## src/sv/dpm_pkg.sv

```systemverilog
// Shared constants, types and the pressure table for the delta performance monitor.
package dpm_pkg;

  // Field widths
  localparam int DELTA_W  = 16;
  localparam int PRESS_W  = 20;
  localparam int TIME_W   = 32;
  localparam int FACTOR_W = 10;
  localparam int MINOUT_W = 21;

  // Defaults
  localparam int RING_DEPTH_DEF = 8;
  localparam logic [FACTOR_W-1:0] FACTOR_RESET = 10'd256;

  // Pressure limits in Q10 Torr
  localparam logic [PRESS_W-1:0] P_TOP_Q10   = 20'd9728;   // 9.5 Torr
  localparam logic [PRESS_W-1:0] P_BOT_Q10   = 20'd512;    // 0.5 Torr
  localparam logic [PRESS_W-1:0] P_LIMIT_Q10 = 20'd10240;  // 10 Torr
  localparam logic [TIME_W:0]    MIN_INTERVAL = 33'd10;

  // Interpolation widths
  localparam int TIDX_W  = 5;   // table index
  localparam int TVAL_W  = 11;  // table delta
  localparam int DIST_W  = 10;  // distance to upper point, 0..512
  localparam int NUM_W   = 20;  // interpolated delta times 512
  localparam int NF_W    = NUM_W + FACTOR_W;
  localparam int NFF_W   = NF_W + FACTOR_W;
  localparam int MINQ8_W = NFF_W - 17;

  // Input command codes
  typedef enum logic {
    CMD_CLEAR  = 1'b0,
    CMD_SAMPLE = 1'b1
  } dpm_cmd_t;

  // Divider status toward the controller
  typedef struct packed {
    logic busy;
    logic done;
  } dpm_div_stat_t;

  // Minimum delta at 9.5, 9.0 .. 0.5 Torr
  function automatic logic [TVAL_W-1:0] tbl_delta(input logic [TIDX_W-1:0] idx);
    logic [TVAL_W-1:0] val;
    case (idx)
      5'd0:    val = 11'd1080;
      5'd1:    val = 11'd1023;
      5'd2:    val = 11'd920;
      5'd3:    val = 11'd825;
      5'd4:    val = 11'd755;
      5'd5:    val = 11'd673;
      5'd6:    val = 11'd591;
      5'd7:    val = 11'd516;
      5'd8:    val = 11'd445;
      5'd9:    val = 11'd376;
      5'd10:   val = 11'd318;
      5'd11:   val = 11'd263;
      5'd12:   val = 11'd209;
      5'd13:   val = 11'd161;
      5'd14:   val = 11'd118;
      5'd15:   val = 11'd82;
      5'd16:   val = 11'd51;
      5'd17:   val = 11'd27;
      5'd18:   val = 11'd13;
      default: val = 11'd0;
    endcase
    return val;
  endfunction

endpackage

```

## src/sv/dpm_div.sv

```systemverilog
// Restoring divider, one quotient bit per cycle.
module dpm_div
  import dpm_pkg::*;
#(
  parameter int DVD_W = 26,
  parameter int DVS_W = 4
) (
  input  logic             clk,
  input  logic             rst_n,
  input  logic             start,
  input  logic [DVD_W-1:0] dividend,
  input  logic [DVS_W-1:0] divisor,
  output logic [DVD_W-1:0] quotient,
  output dpm_div_stat_t    stat
);

  localparam int STEP_W = $clog2(DVD_W + 1);

  logic              busy_r;
  logic              done_r;
  logic [STEP_W-1:0] step_r;
  logic [DVS_W:0]    rem_r;
  logic [DVD_W-1:0]  quo_r;
  logic [DVS_W-1:0]  dvs_r;

  logic [DVS_W:0]    shifted;
  logic              q_bit;
  logic [DVS_W:0]    rem_nxt;

  // Shift in one dividend bit, subtract when it fits
  always_comb begin
    shifted = {rem_r[DVS_W-1:0], quo_r[DVD_W-1]};
    q_bit   = (shifted >= {1'b0, dvs_r});
    rem_nxt = q_bit ? (shifted - {1'b0, dvs_r}) : shifted;
  end

  // Control: step count and done pulse
  always_ff @(posedge clk) begin
    if (!rst_n) begin
      busy_r <= 1'b0;
      done_r <= 1'b0;
      step_r <= '0;
    end else begin
      done_r <= 1'b0;
      if (start) begin
        busy_r <= 1'b1;
        step_r <= STEP_W'(DVD_W);
      end else if (busy_r) begin
        step_r <= step_r - 1'b1;
        if (step_r == STEP_W'(1)) begin
          busy_r <= 1'b0;
          done_r <= 1'b1;
        end
      end
    end
  end

  // Datapath: remainder and quotient shift register
  always_ff @(posedge clk) begin
    if (start) begin
      rem_r <= '0;
      quo_r <= dividend;
      dvs_r <= divisor;
    end else if (busy_r) begin
      rem_r <= rem_nxt;
      quo_r <= {quo_r[DVD_W-2:0], q_bit};
    end
  end

  assign quotient  = quo_r;
  assign stat.busy = busy_r;
  assign stat.done = done_r;

endmodule

```

## src/sv/delta_performance_monitor.sv

```systemverilog
// Top level of the delta performance monitor: ring memory, control and minimum-delta datapath.
//
// Usage:
//   in_*  : one request per sample or clear. in_tuser is the command (0 clears the ring
//           and sets performing, 1 offers a sample); in_tdata carries delta, pressure (Q10
//           Torr) and the seconds counter.
//   out_* : one result per request: performing flag, accepted flag, truncated mean of the stored
//           deltas (-1 when empty) and the scaled minimum delta (-1 out of range or factor 0).
//   cfg_* : cfg_we writes cfg_wdata into the Q8 minimum factor; write only while idle.
// Timing: out_tvalid rises after S_READ, S_UPDATE, S_DIV and S_OUT; S_DIV lasts as long as
//   the bit-serial divider that forms the Q8 mean, one quotient bit per cycle.
//   One request is in work at a time; in_tready is high only while idle, so a new request
//   is taken only once the previous one has left S_OUT.
// The ring memory is written once per accepted sample; the running sum of the stored
//   deltas is kept in a register and updated from the entry being replaced.
// Reset: ring empty, performing set, last sample time zero, factor 256 (1.0).
//   Ring contents are not cleared; only entries written since the last clear are counted.
// Stall: the result waits in the output register; the next request may be accepted
//   meanwhile, and its result is held back until the previous one is taken.
module delta_performance_monitor
  import dpm_pkg::*;
#(
  parameter int RING_DEPTH = RING_DEPTH_DEF
) (
  input  logic                clk,
  input  logic                rst_n,
  // Request channel
  input  logic                in_tvalid,
  output logic                in_tready,
  input  logic [71:0]         in_tdata,   // delta[15:0], pressure[35:16], now_seconds[67:36]
  input  logic                in_tuser,   // cmd
  // Result channel
  output logic                out_tvalid,
  input  logic                out_tready,
  output logic [39:0]         out_tdata,  // performing[0], accepted[1],
                                          // average_delta[17:2], minimum_delta[38:18]
  // Configuration
  input  logic                cfg_we,
  input  logic [FACTOR_W-1:0] cfg_wdata
);

  localparam int IDX_W = (RING_DEPTH > 1) ? $clog2(RING_DEPTH) : 1;
  localparam int CNT_W = $clog2(RING_DEPTH + 1);
  localparam int SUM_W = DELTA_W - 1 + $clog2(RING_DEPTH);
  localparam int DVD_W = SUM_W + 8;
  localparam int CMP_W = (DVD_W > MINQ8_W) ? DVD_W : MINQ8_W;
  localparam int PD_W  = 14;

  typedef enum logic [2:0] {
    S_IDLE,
    S_READ,
    S_UPDATE,
    S_DIV,
    S_OUT
  } state_t;

  state_t               state_r;
  logic [FACTOR_W-1:0]  factor_r;
  logic [IDX_W-1:0]     slot_r;
  logic [CNT_W-1:0]     cnt_r;
  logic [SUM_W-1:0]     sum_r;
  logic                 perf_r;
  logic [TIME_W-1:0]    last_r;
  logic                 acc_r;
  logic                 out_tvalid_r;
  logic [39:0]          out_tdata_r;

  // Latched request
  logic                 cmd_r;
  logic [DELTA_W-1:0]   delta_r;
  logic [PRESS_W-1:0]   press_r;
  logic [TIME_W-1:0]    now_r;

  // Ring memory
  logic [DELTA_W-1:0]   ring_mem [RING_DEPTH];
  logic [DELTA_W-1:0]   rd_data_r;
  logic                 mem_we;

  // Minimum-delta pipeline
  logic [PD_W-1:0]      pdiff;
  logic [TIDX_W-1:0]    tidx;
  logic [DIST_W-1:0]    p_dist;
  logic [TVAL_W-1:0]    dd;
  logic [NUM_W-1:0]     mul1_r;
  logic [NUM_W-1:0]     num_r;
  logic [NF_W-1:0]      nf_r;
  logic [NFF_W-1:0]     nff_r;
  logic                 min_ok;
  logic [MINQ8_W-1:0]   min_q8;
  logic [MINOUT_W-1:0]  min_whole;

  // Update and divide
  logic                 sample_ok;
  logic                 is_clear;
  logic [SUM_W-1:0]     sum_nxt;
  logic [CNT_W-1:0]     cnt_nxt;
  logic [IDX_W-1:0]     slot_nxt;
  logic                 full;
  logic                 div_start;
  logic [DVD_W-1:0]     mean_q8;
  dpm_div_stat_t        div_stat;
  logic                 perf_nxt;
  logic [DELTA_W-1:0]   avg_out;
  logic                 out_free;

  assign in_tready  = (state_r == S_IDLE);
  assign out_tvalid = out_tvalid_r;
  assign out_tdata  = out_tdata_r;
  assign out_free   = !out_tvalid_r || out_tready;
  assign is_clear   = (cmd_r == CMD_CLEAR);

  // Configuration register
  always_ff @(posedge clk) begin
    if (!rst_n) begin
      factor_r <= FACTOR_RESET;
    end else if (cfg_we) begin
      factor_r <= cfg_wdata;
    end
  end

  // Latch the request on accept
  always_ff @(posedge clk) begin
    if (in_tvalid && in_tready) begin
      cmd_r   <= in_tuser;
      delta_r <= in_tdata[15:0];
      press_r <= in_tdata[35:16];
      now_r   <= in_tdata[67:36];
    end
  end

  // Locate the table segment holding the pressure
  always_comb begin
    pdiff  = PD_W'(P_TOP_Q10 - press_r);
    tidx   = (pdiff == '0) ? '0 : TIDX_W'((pdiff - 1'b1) >> 9);
    p_dist = DIST_W'(pdiff - {tidx, 9'b0});
    dd     = tbl_delta(tidx) - tbl_delta(tidx + 1'b1);
  end

  // Interpolate and scale twice by the factor, at most one multiply per stage
  always_ff @(posedge clk) begin
    mul1_r <= NUM_W'(p_dist) * NUM_W'(dd);
    num_r  <= NUM_W'({tbl_delta(tidx), 9'b0}) - mul1_r;
    nf_r   <= num_r * factor_r;
    nff_r  <= nf_r * factor_r;
  end

  always_comb begin
    min_ok    = (press_r >= P_BOT_Q10) && (press_r <= P_TOP_Q10) &&
                (factor_r != '0) && (num_r != '0);
    min_q8    = nff_r[NFF_W-1:17];
    min_whole = min_ok ? MINOUT_W'(nff_r[NFF_W-1:25]) : '1;
  end

  // Sample admission and ring bookkeeping
  always_comb begin
    full      = (cnt_r == CNT_W'(RING_DEPTH));
    sample_ok = (cmd_r == CMD_SAMPLE) && perf_r && !delta_r[DELTA_W-1] &&
                (press_r <= P_LIMIT_Q10) &&
                ({1'b0, now_r} >= ({1'b0, last_r} + MIN_INTERVAL));
    sum_nxt   = SUM_W'(sum_r + SUM_W'(delta_r) - (full ? SUM_W'(rd_data_r) : '0));
    cnt_nxt   = full ? cnt_r : CNT_W'(cnt_r + 1'b1);
    slot_nxt  = (slot_r == IDX_W'(RING_DEPTH - 1)) ? '0 : IDX_W'(slot_r + 1'b1);
    mem_we    = (state_r == S_UPDATE) && !is_clear && sample_ok;
    div_start = (state_r == S_UPDATE);
  end

  // Ring memory: write the new delta, read the entry it replaces
  always_ff @(posedge clk) begin
    if (mem_we) begin
      ring_mem[slot_r] <= delta_r;
    end
    rd_data_r <= ring_mem[slot_r];
  end

  // Q8 mean of the stored deltas
  dpm_div #(
    .DVD_W (DVD_W),
    .DVS_W (CNT_W)
  ) u_div (
    .clk      (clk),
    .rst_n    (rst_n),
    .start    (div_start),
    .dividend (is_clear ? '0 : {(mem_we ? sum_nxt : sum_r), 8'b0}),
    .divisor  (is_clear ? '0 : (mem_we ? cnt_nxt : cnt_r)),
    .quotient (mean_q8),
    .stat     (div_stat)
  );

  // New flag and result fields
  always_comb begin
    perf_nxt = perf_r;
    if (acc_r) begin
      perf_nxt = !min_ok || (CMP_W'(mean_q8) > CMP_W'(min_q8));
    end
    avg_out = (cnt_r == '0) ? '1 : DELTA_W'(mean_q8 >> 8);
  end

  // Controller
  always_ff @(posedge clk) begin
    if (!rst_n) begin
      state_r      <= S_IDLE;
      slot_r       <= '0;
      cnt_r        <= '0;
      sum_r        <= '0;
      perf_r       <= 1'b1;
      last_r       <= '0;
      acc_r        <= 1'b0;
      out_tvalid_r <= 1'b0;
    end else begin
      // drop the result once taken
      if (out_tvalid_r && out_tready && (state_r != S_OUT)) begin
        out_tvalid_r <= 1'b0;
      end
      case (state_r)
        S_IDLE: begin
          if (in_tvalid) begin
            state_r <= S_READ;
          end
        end
        S_READ: begin
          state_r <= S_UPDATE;
        end
        S_UPDATE: begin
          acc_r <= !is_clear && sample_ok;
          if (is_clear) begin
            slot_r <= '0;
            cnt_r  <= '0;
            sum_r  <= '0;
            perf_r <= 1'b1;
          end else if (sample_ok) begin
            slot_r <= slot_nxt;
            cnt_r  <= cnt_nxt;
            sum_r  <= sum_nxt;
            last_r <= now_r;
          end
          state_r <= S_DIV;
        end
        S_DIV: begin
          if (div_stat.done) begin
            state_r <= S_OUT;
          end
        end
        S_OUT: begin
          if (out_free) begin
            perf_r       <= perf_nxt;
            out_tvalid_r <= 1'b1;
            out_tdata_r  <= {1'b0, min_whole, avg_out, acc_r, perf_nxt};
            state_r      <= S_IDLE;
          end
        end
        default: begin
          state_r <= S_IDLE;
        end
      endcase
    end
  end

`ifndef SYNTHESIS
  // Stored count never passes the ring depth
  a_cnt_bound: assert property (@(posedge clk) disable iff (!rst_n)
    cnt_r <= CNT_W'(RING_DEPTH))
    else $error("stored count above ring depth");

  // Until the ring fills, the write slot follows the count
  a_slot_tracks_cnt: assert property (@(posedge clk) disable iff (!rst_n)
    (cnt_r < CNT_W'(RING_DEPTH)) |-> (slot_r == IDX_W'(cnt_r)))
    else $error("write slot out of step with stored count");

  // No request is taken while the divider still works
  a_ready_div_idle: assert property (@(posedge clk) disable iff (!rst_n)
    in_tready |-> !div_stat.busy)
    else $error("request accepted while divider busy");

  // An accepted sample always enters the ring with performing set beforehand
  a_acc_perf: assert property (@(posedge clk) disable iff (!rst_n)
    mem_we |=> (acc_r && $past(perf_r)))
    else $error("sample stored while not performing");
`endif

endmodule
```

## config.mk

```make
export PLATFORM = sky130hd
export DESIGN_NAME = delta_performance_monitor
export DESIGN_NICKNAME = d
export VERILOG_FILES = /design/src/sv/dpm_pkg.sv /design/src/sv/dpm_div.sv /design/src/sv/delta_performance_monitor.sv
export SDC_FILE = /design/constraint.sdc
export NUM_CORES = 2
export LEC_CHECK = 0
export BUFFER_PORTS_ARGS = -buffer_cell sky130_fd_sc_hd__buf_2
export CORE_MARGIN = 3
export CORE_UTILIZATION = 64
export CTS_CLUSTER_SIZE = 25
export DETAILED_ROUTE_END_ITERATION = 10
export GPL_ROUTABILITY_DRIVEN = 1
export PLACE_DENSITY = 0.82
export SYNTH_ARGS = -nofsm -noshare
export SYNTH_HDL_FRONTEND = slang
export SYNTH_SLANG_ARGS = --single-unit
```

## constraint.sdc

```tcl
create_clock -name clk -period 14.7 [get_ports clk]
set_input_delay 2.94 -clock clk [delete_from_list [all_inputs] [get_ports clk]]
set_output_delay 2.94 -clock clk [all_outputs]
set_load 0.1 [all_outputs]
```

======== After elaboration in Yosys (flattened, before gate mapping) ========
Memory sizes are Yosys's and may differ from the RTL's. A register that Yosys moved wholly into a read port is not among the register bits.
Index checks and enable logic that the tools add are counted.
word-level totals
  bits in registers ....................... 332
  bits in writable memories ............... 128
  memory bits (read-only) ................. 1056
  word-level logic and storage cells ...... 136
  memories ................................ 4
memories
  name             depth  bits a word  read ports  clocked after memory_dff  write ports  line                             source
  (no name shown)  32     11           1           0                         0            dpm_pkg.sv:45                    case (idx)
  (no name shown)  32     11           1           0                         0            dpm_pkg.sv:45
  (no name shown)  32     11           1           0                         0            dpm_pkg.sv:45
  ring_mem         8      16           1           1                         1            delta_performance_monitor.sv:75  logic [DELTA_W-1:0] ring_mem [RING_DEPTH];
cells by class
  add/subtract/negate cells ............... 13
  $mul .................................... 3
  order comparisons ....................... 6
  eq/ne operators ......................... 13
  multiplexer cells ....................... 36
  bitwise logic cells ..................... 2
  reductions and logical operators ........ 32
operators with widths
  cell                                                                                   number
  26-bit two-way mux                                                                     3
  18-bit two-way mux                                                                     3
  20-bit by 14-bit less-or-equal comparator with 1-bit output, second input constant     2
  30-bit by 10-bit multiplier with 40-bit output                                         1
  32-bit by 4-bit adder with 33-bit output, second input constant                        1
  32-bit by 33-bit greater-or-equal comparator with 1-bit output                         1
  20-bit by 10-bit multiplier with 30-bit output                                         1
  26-bit by 23-bit > comparator with 1-bit output                                        1
  21-bit two-way mux                                                                     1
  20-bit by 10-bit greater-or-equal comparator with 1-bit output, second input constant  1
  10-bit by 11-bit multiplier with 20-bit output                                         1
  4-bit two-way mux                                                                      5
  20-bit nonzero test                                                                    1
  20-bit subtractor                                                                      1
  18-bit by 16-bit adder with 18-bit output                                              1
  3-bit two-way mux                                                                      6
  18-bit by 16-bit subtractor with 18-bit output                                         1
  16-bit two-way mux                                                                     1
  5-bit two-way mux                                                                      3
  3-bit case mux with 5 select lines                                                     1
  14-bit zero test                                                                       1
  14-bit by 1-bit subtractor with 14-bit output, second input constant                   1
  14-bit subtractor, first input constant                                                1
  1-bit logical AND                                                                      13
  29 further kinds                                                                       53

======== Longest topological paths before layout ========
  depth in word-level cells ............... 9
  depth in mapped cells ................... 49

======== Cells and area by module ========
Synthesis repeated with hierarchy kept, for this count alone.
second synthesis, totals
  cells, all modules ...................... 3825
  area total of the unflattened synthesis .. 38411.8 µm²
by module, submodules not included
  module                     times used  cells each  area an instance (µm²)  sequential area each (µm²)
  delta_performance_monitor  1           3688        36537.5                 10580.1
  dpm_div                    1           137         1874.3                  1121.1

======== Worst setup path after synthesis ========
No wires, ideal clock.
  path kind ............................... reg2reg
  start ................................... register press_r[0]
  end ..................................... register mul1_r[19]
  arrival time ............................ 11.188 ns
  slack ................................... 3.382 ns
  cell stages (with the launch flop) ...... 50
  period minus slack after synthesis ...... 11.318 ns
  path through ............................ edfxtp_1 > clkbuf_1 > inv_1 > ha_1 > or4b_1 > buf_6 > mux2i_1 > o41a_4 > o41ai_4 > xnor2_1 > nand2_1 > inv_1 > ha_1 > inv_1 > ha_1 > clkbuf_1 > clkbuf_1 > a31oi_1 > [14 not listed] > inv_1 > fa_1 > fa_1 > fa_1 > inv_1 > fa_1 > inv_1 > ha_1 > nand3_1 > nand2_1 > a41o_1 > o21a_1 > o21ai_0 > nand2b_1 > a21oi_1 > o21ai_0 > a31o_2 > xnor3_1
between the ends
  cells in the longest elaborated chain, start to end .. 7
ends and longest elaborated chain
  item                                                                                      line                              source
  start, declared                                                                           delta_performance_monitor.sv:71   logic [PRESS_W-1:0] press_r;
  start signal, assigned                                                                    delta_performance_monitor.sv:126  press_r <= in_tdata[35:16];
  14-bit subtractor *                                                                       delta_performance_monitor.sv:133  pdiff = PD_W'(P_TOP_Q10 - press_r);
  14-bit by 1-bit subtractor with 14-bit output / 14-bit zero test (equally long branches)  delta_performance_monitor.sv:134  tidx = (pdiff == '0) ? '0 : TIDX_W'((pdiff - 1'b1) >> 9);
  5-bit two-way mux                                                                         delta_performance_monitor.sv:134
  5-bit by 1-bit adder with 5-bit output                                                    delta_performance_monitor.sv:136  dd = tbl_delta(tidx) - tbl_delta(tidx + 1'b1);
  memory read 32 x 11 bit                                                                   n/a
  11-bit subtractor                                                                         delta_performance_monitor.sv:136
  10-bit by 11-bit multiplier with 20-bit output *                                          delta_performance_monitor.sv:141  mul1_r <= NUM_W'(p_dist) * NUM_W'(dd);
  end signal, assigned                                                                      delta_performance_monitor.sv:141
  end, declared                                                                             delta_performance_monitor.sv:84   logic [NUM_W-1:0] mul1_r;
Mark *: on every way between the ends. The rest lies on a longest branch, timed or not.
A chain may end at the register's enable or synchronous reset.

======== Worst setup path after layout ========
Ends and elaborated chain as after synthesis.

==> summary.md <==
| Metric | Value |
|---|---|
| Final #Nets | between 4000 and 5000 |
| Type of origin of the critical path | flip-flop |
| Cells after Synth | between 3000 and 4000 |
| Critical Path RT | about 15 ns |
| DRC viols | 0 |
| DR vias | 26960 |
| PostCTS Resize Cnt | 0 |
| First-pass GRT wire length | roughly 140000 um |
| Routed WL | between 80000 and 90000 um |
| CTS tree | yes |
| Input/output buffers | 124 |
| CP startpoint | press_r[0] |
| Die height | 249.7 um |
| Commonest cells after routing, fill and taps aside | 507 x nand2_1, 483 x inv_1, 450 x fa_1, 305 x ha_1, 261 x edfxtp_1 |
| Placed Cells incl. Taps | between 4000 and 5000 |
| Hold depth | 0 |
| Die ar. | 62360 um2 |
| Core box area | around 58000 um2 |
| Hold_ws | between 0.4 and 0.5 ns |
| Initial antenna violation count | 1 |
| Site Rows | 88 |
| DRT iter0 DRCs | approximately 2100 |
| Hold path start | mul1_r[0] |
| Drt pass-1 iters | 6 |
| Worst Path Max Fanout | 18 |
| CTS Buf Count | 48 |
| Post-CTS Hold Fix Bufs | 0 |
| Post-CTS Repair Setup Buffers | 0 |
| Die Span X | approximately 250 um |
| Reg2reg start | press_r[0] |
| Largest net degree at the start of global routing | 73 |
| Clk buf depth | 3 |
| Largest stage delay, worst path | roughly 0.67 ns |
| Slew Limit Fails | 0 |
| Sink Count | 454 |
| Final core utilization | a little over two thirds |
| Status | complete, no violations |
| Unrepaired setup endpoints after global routing | no |
| Hold Vio Cnt, Final | 0 |
| Kind of critical path | flip-flop to flip-flop |
| Synth unique cells | 89 |
| Synth Register Bits | roughly 450 |
| Most common cell after layout, fill and taps aside | nand2_1 |
| Final setup vio count | 0 |
| Max-slew headroom | between 20% and 30% |
| Layout cell share with drive strength beyond 1 | under 10% |
| Seq/Total Area, Yosys | between 30% and 40% |
| Max cap viols | 0 |
| Overall Global Routing Usage | around 28% |
| Placer Congestion | roughly 0.9 |
| ANT cells | 0 |
| Filler cells | slightly above 4000 |
| Post-synth top flop | edfxtp_1 |
| Ports | 130 |
| Mean Syn Cell Area | roughly 10 um2 |
| Hold Path Class | flip-flop to flip-flop |
| Reg2Reg Depth | 45 |
| CTS H-tree depth | 2 |
| Clk Tree Root Cell | clkbuf_16 |
| Grt total ovfl | 0 |
| Non-Filler Instances | ~4600 |
| Fmax | roughly 80 MHz |
| Insertion delay of the later-clocked pin in the worst-skew pair | just over 0.6 ns |
| Detailed Place HPWL | just over 60000 um |
| Crit path DAT | roughly 13 ns |
| Clk_skew | slightly below 0.05 ns |
| Initial Util | between 60% and 70% |
| WL/cell | about 18 um |
| DR vias/cell | 5.850 |
| Yosys Warn Count | 0 |
| Slew @ Worst Pin | about 1.2 ns |
| Net Count, Synth | between 4000 and 5000 |
| Final ANT Viol Nets | 0 |
| CP max stage cell | xor2_2 |
| Clk slew on worst S/H paths | roughly 0.070 ns |
| Vias in the first global route | between 20000 and 30000 |
| Syn Std Cell Area | approximately 38000 um2 |
| Relative area change from synthesis to final layout | 7.336% |
| Critical Path End Type | flip-flop |
| EDFF count, synth | 261 |
| Setup total negative slack | 0 ns |
| Period minus WS final | 12.75 ns |
| Async set or reset register ratio after synthesis | 0% |
| Tcrit/Tclk final | around 87% |
==> per-stage QoR <==
stage	cell area [um2]	worst slack (ns)
4_1_cts	40810	2.108
3_3_place_gp	39170	2.326
3_5_place_dp	39170	2.170
5_1_grt	40810	1.026
6_report	40810	1.945
2_1_floorplan	38020	3.382
==> cell usage after synthesis (9+ instances only) <==
master	count	area share (%)
nand2_1	507	5.0
inv_1	483	4.8
fa_1	450	24
ha_1	305	10
edfxtp_1	261	21
and2_1	244	4.0
dfxtp_1	193	10
nor2_1	187	1.8
clkbuf_1	159	1.6
a21oi_1	138	1.8
xnor2_1	99	2.3
o21ai_0	92	1.2
a22oi_1	83	1.6
xor2_1	65	1.5
a21o_1	45	0.89
nand3_1	44	0.58
nand4_1	36	0.59
mux2i_1	32	0.84
nor3_1	32	0.42
nand2b_1	27	0.44
nor2b_1	27	0.44
or2_2	22	0.36
o21a_1	19	0.38
nor4_1	16	0.26
o21bai_1	15	0.30
a211oi_1	14	0.28
and3_1	13	0.21
a31oi_1	11	0.18
or3_1	11	0.18
buf_1	10	0.099
nor3b_1	9	0.18
==> path summary, 6_finish.rpt <==
kind / slack, ns / end
worst max register to register: 1.95 / mul1_r[19]
worst min register to register: 0.43 / num_r[0]
worst max-delay path: 1.95 / mul1_r[19]
worst min-delay path: 0.43 / num_r[0]
==> cell families after synthesis <==
kind of cell             synth area share [%]
XOR/XNOR                                4.009
AND/OR/NAND/NOR                         15.33
AO/OA/AOI/OAI                           8.438
flip-flops                              30.78
multiplexers                           0.9380
other                                0.009864
adder cells (fa/ha/maj)                 33.73
buffers and inverters                   6.763
==> registers in the layout, summed over array words and instances, names as in the netlist, 23 cells and up <==
register        flops
ring_mem          128
out_tdata          34
last_r             32
now_r              32
nf_r               30
u_div.quotient     26
nff_r              23
==> area by class of cell <==
type                       count  area [um2]  area share (%)
clock buffer                  62        1325           3.247
clock inverter                28       316.6          0.7757
inverter                     484        1817           4.452
multi-input combinational   2656       23800           58.32
sequential                   454       11710           28.69
tap                          765       957.2           2.346
timing repair buffer         159       883.3           2.165
==> layer usage <==
layer	up-vias	share of wire [%]	track usage [%]
met5	-	0.015	0
met4	2	3.2	9.831
met3	216	7.9	4.377
met2	1096	49	46.10
met1	13260	40	36.65
li1	12380	-	-
==> critical path, delay by kind of cell, from the launching register on <==
family                     cells  cell delay (ns)
xor gates and xnor gates       5             1.98
and+or+nand+nor                8             1.54
AOI/OAI and AO/OA             15             3.48
buffers and inverters          6             0.77
adders and majority gates     10             4.07
muxes                          1             0.19
DFF                            1             0.59
Power is not shown: default switching activity piles up to over one toggle a cycle in this logic, so the estimate is an artifact.
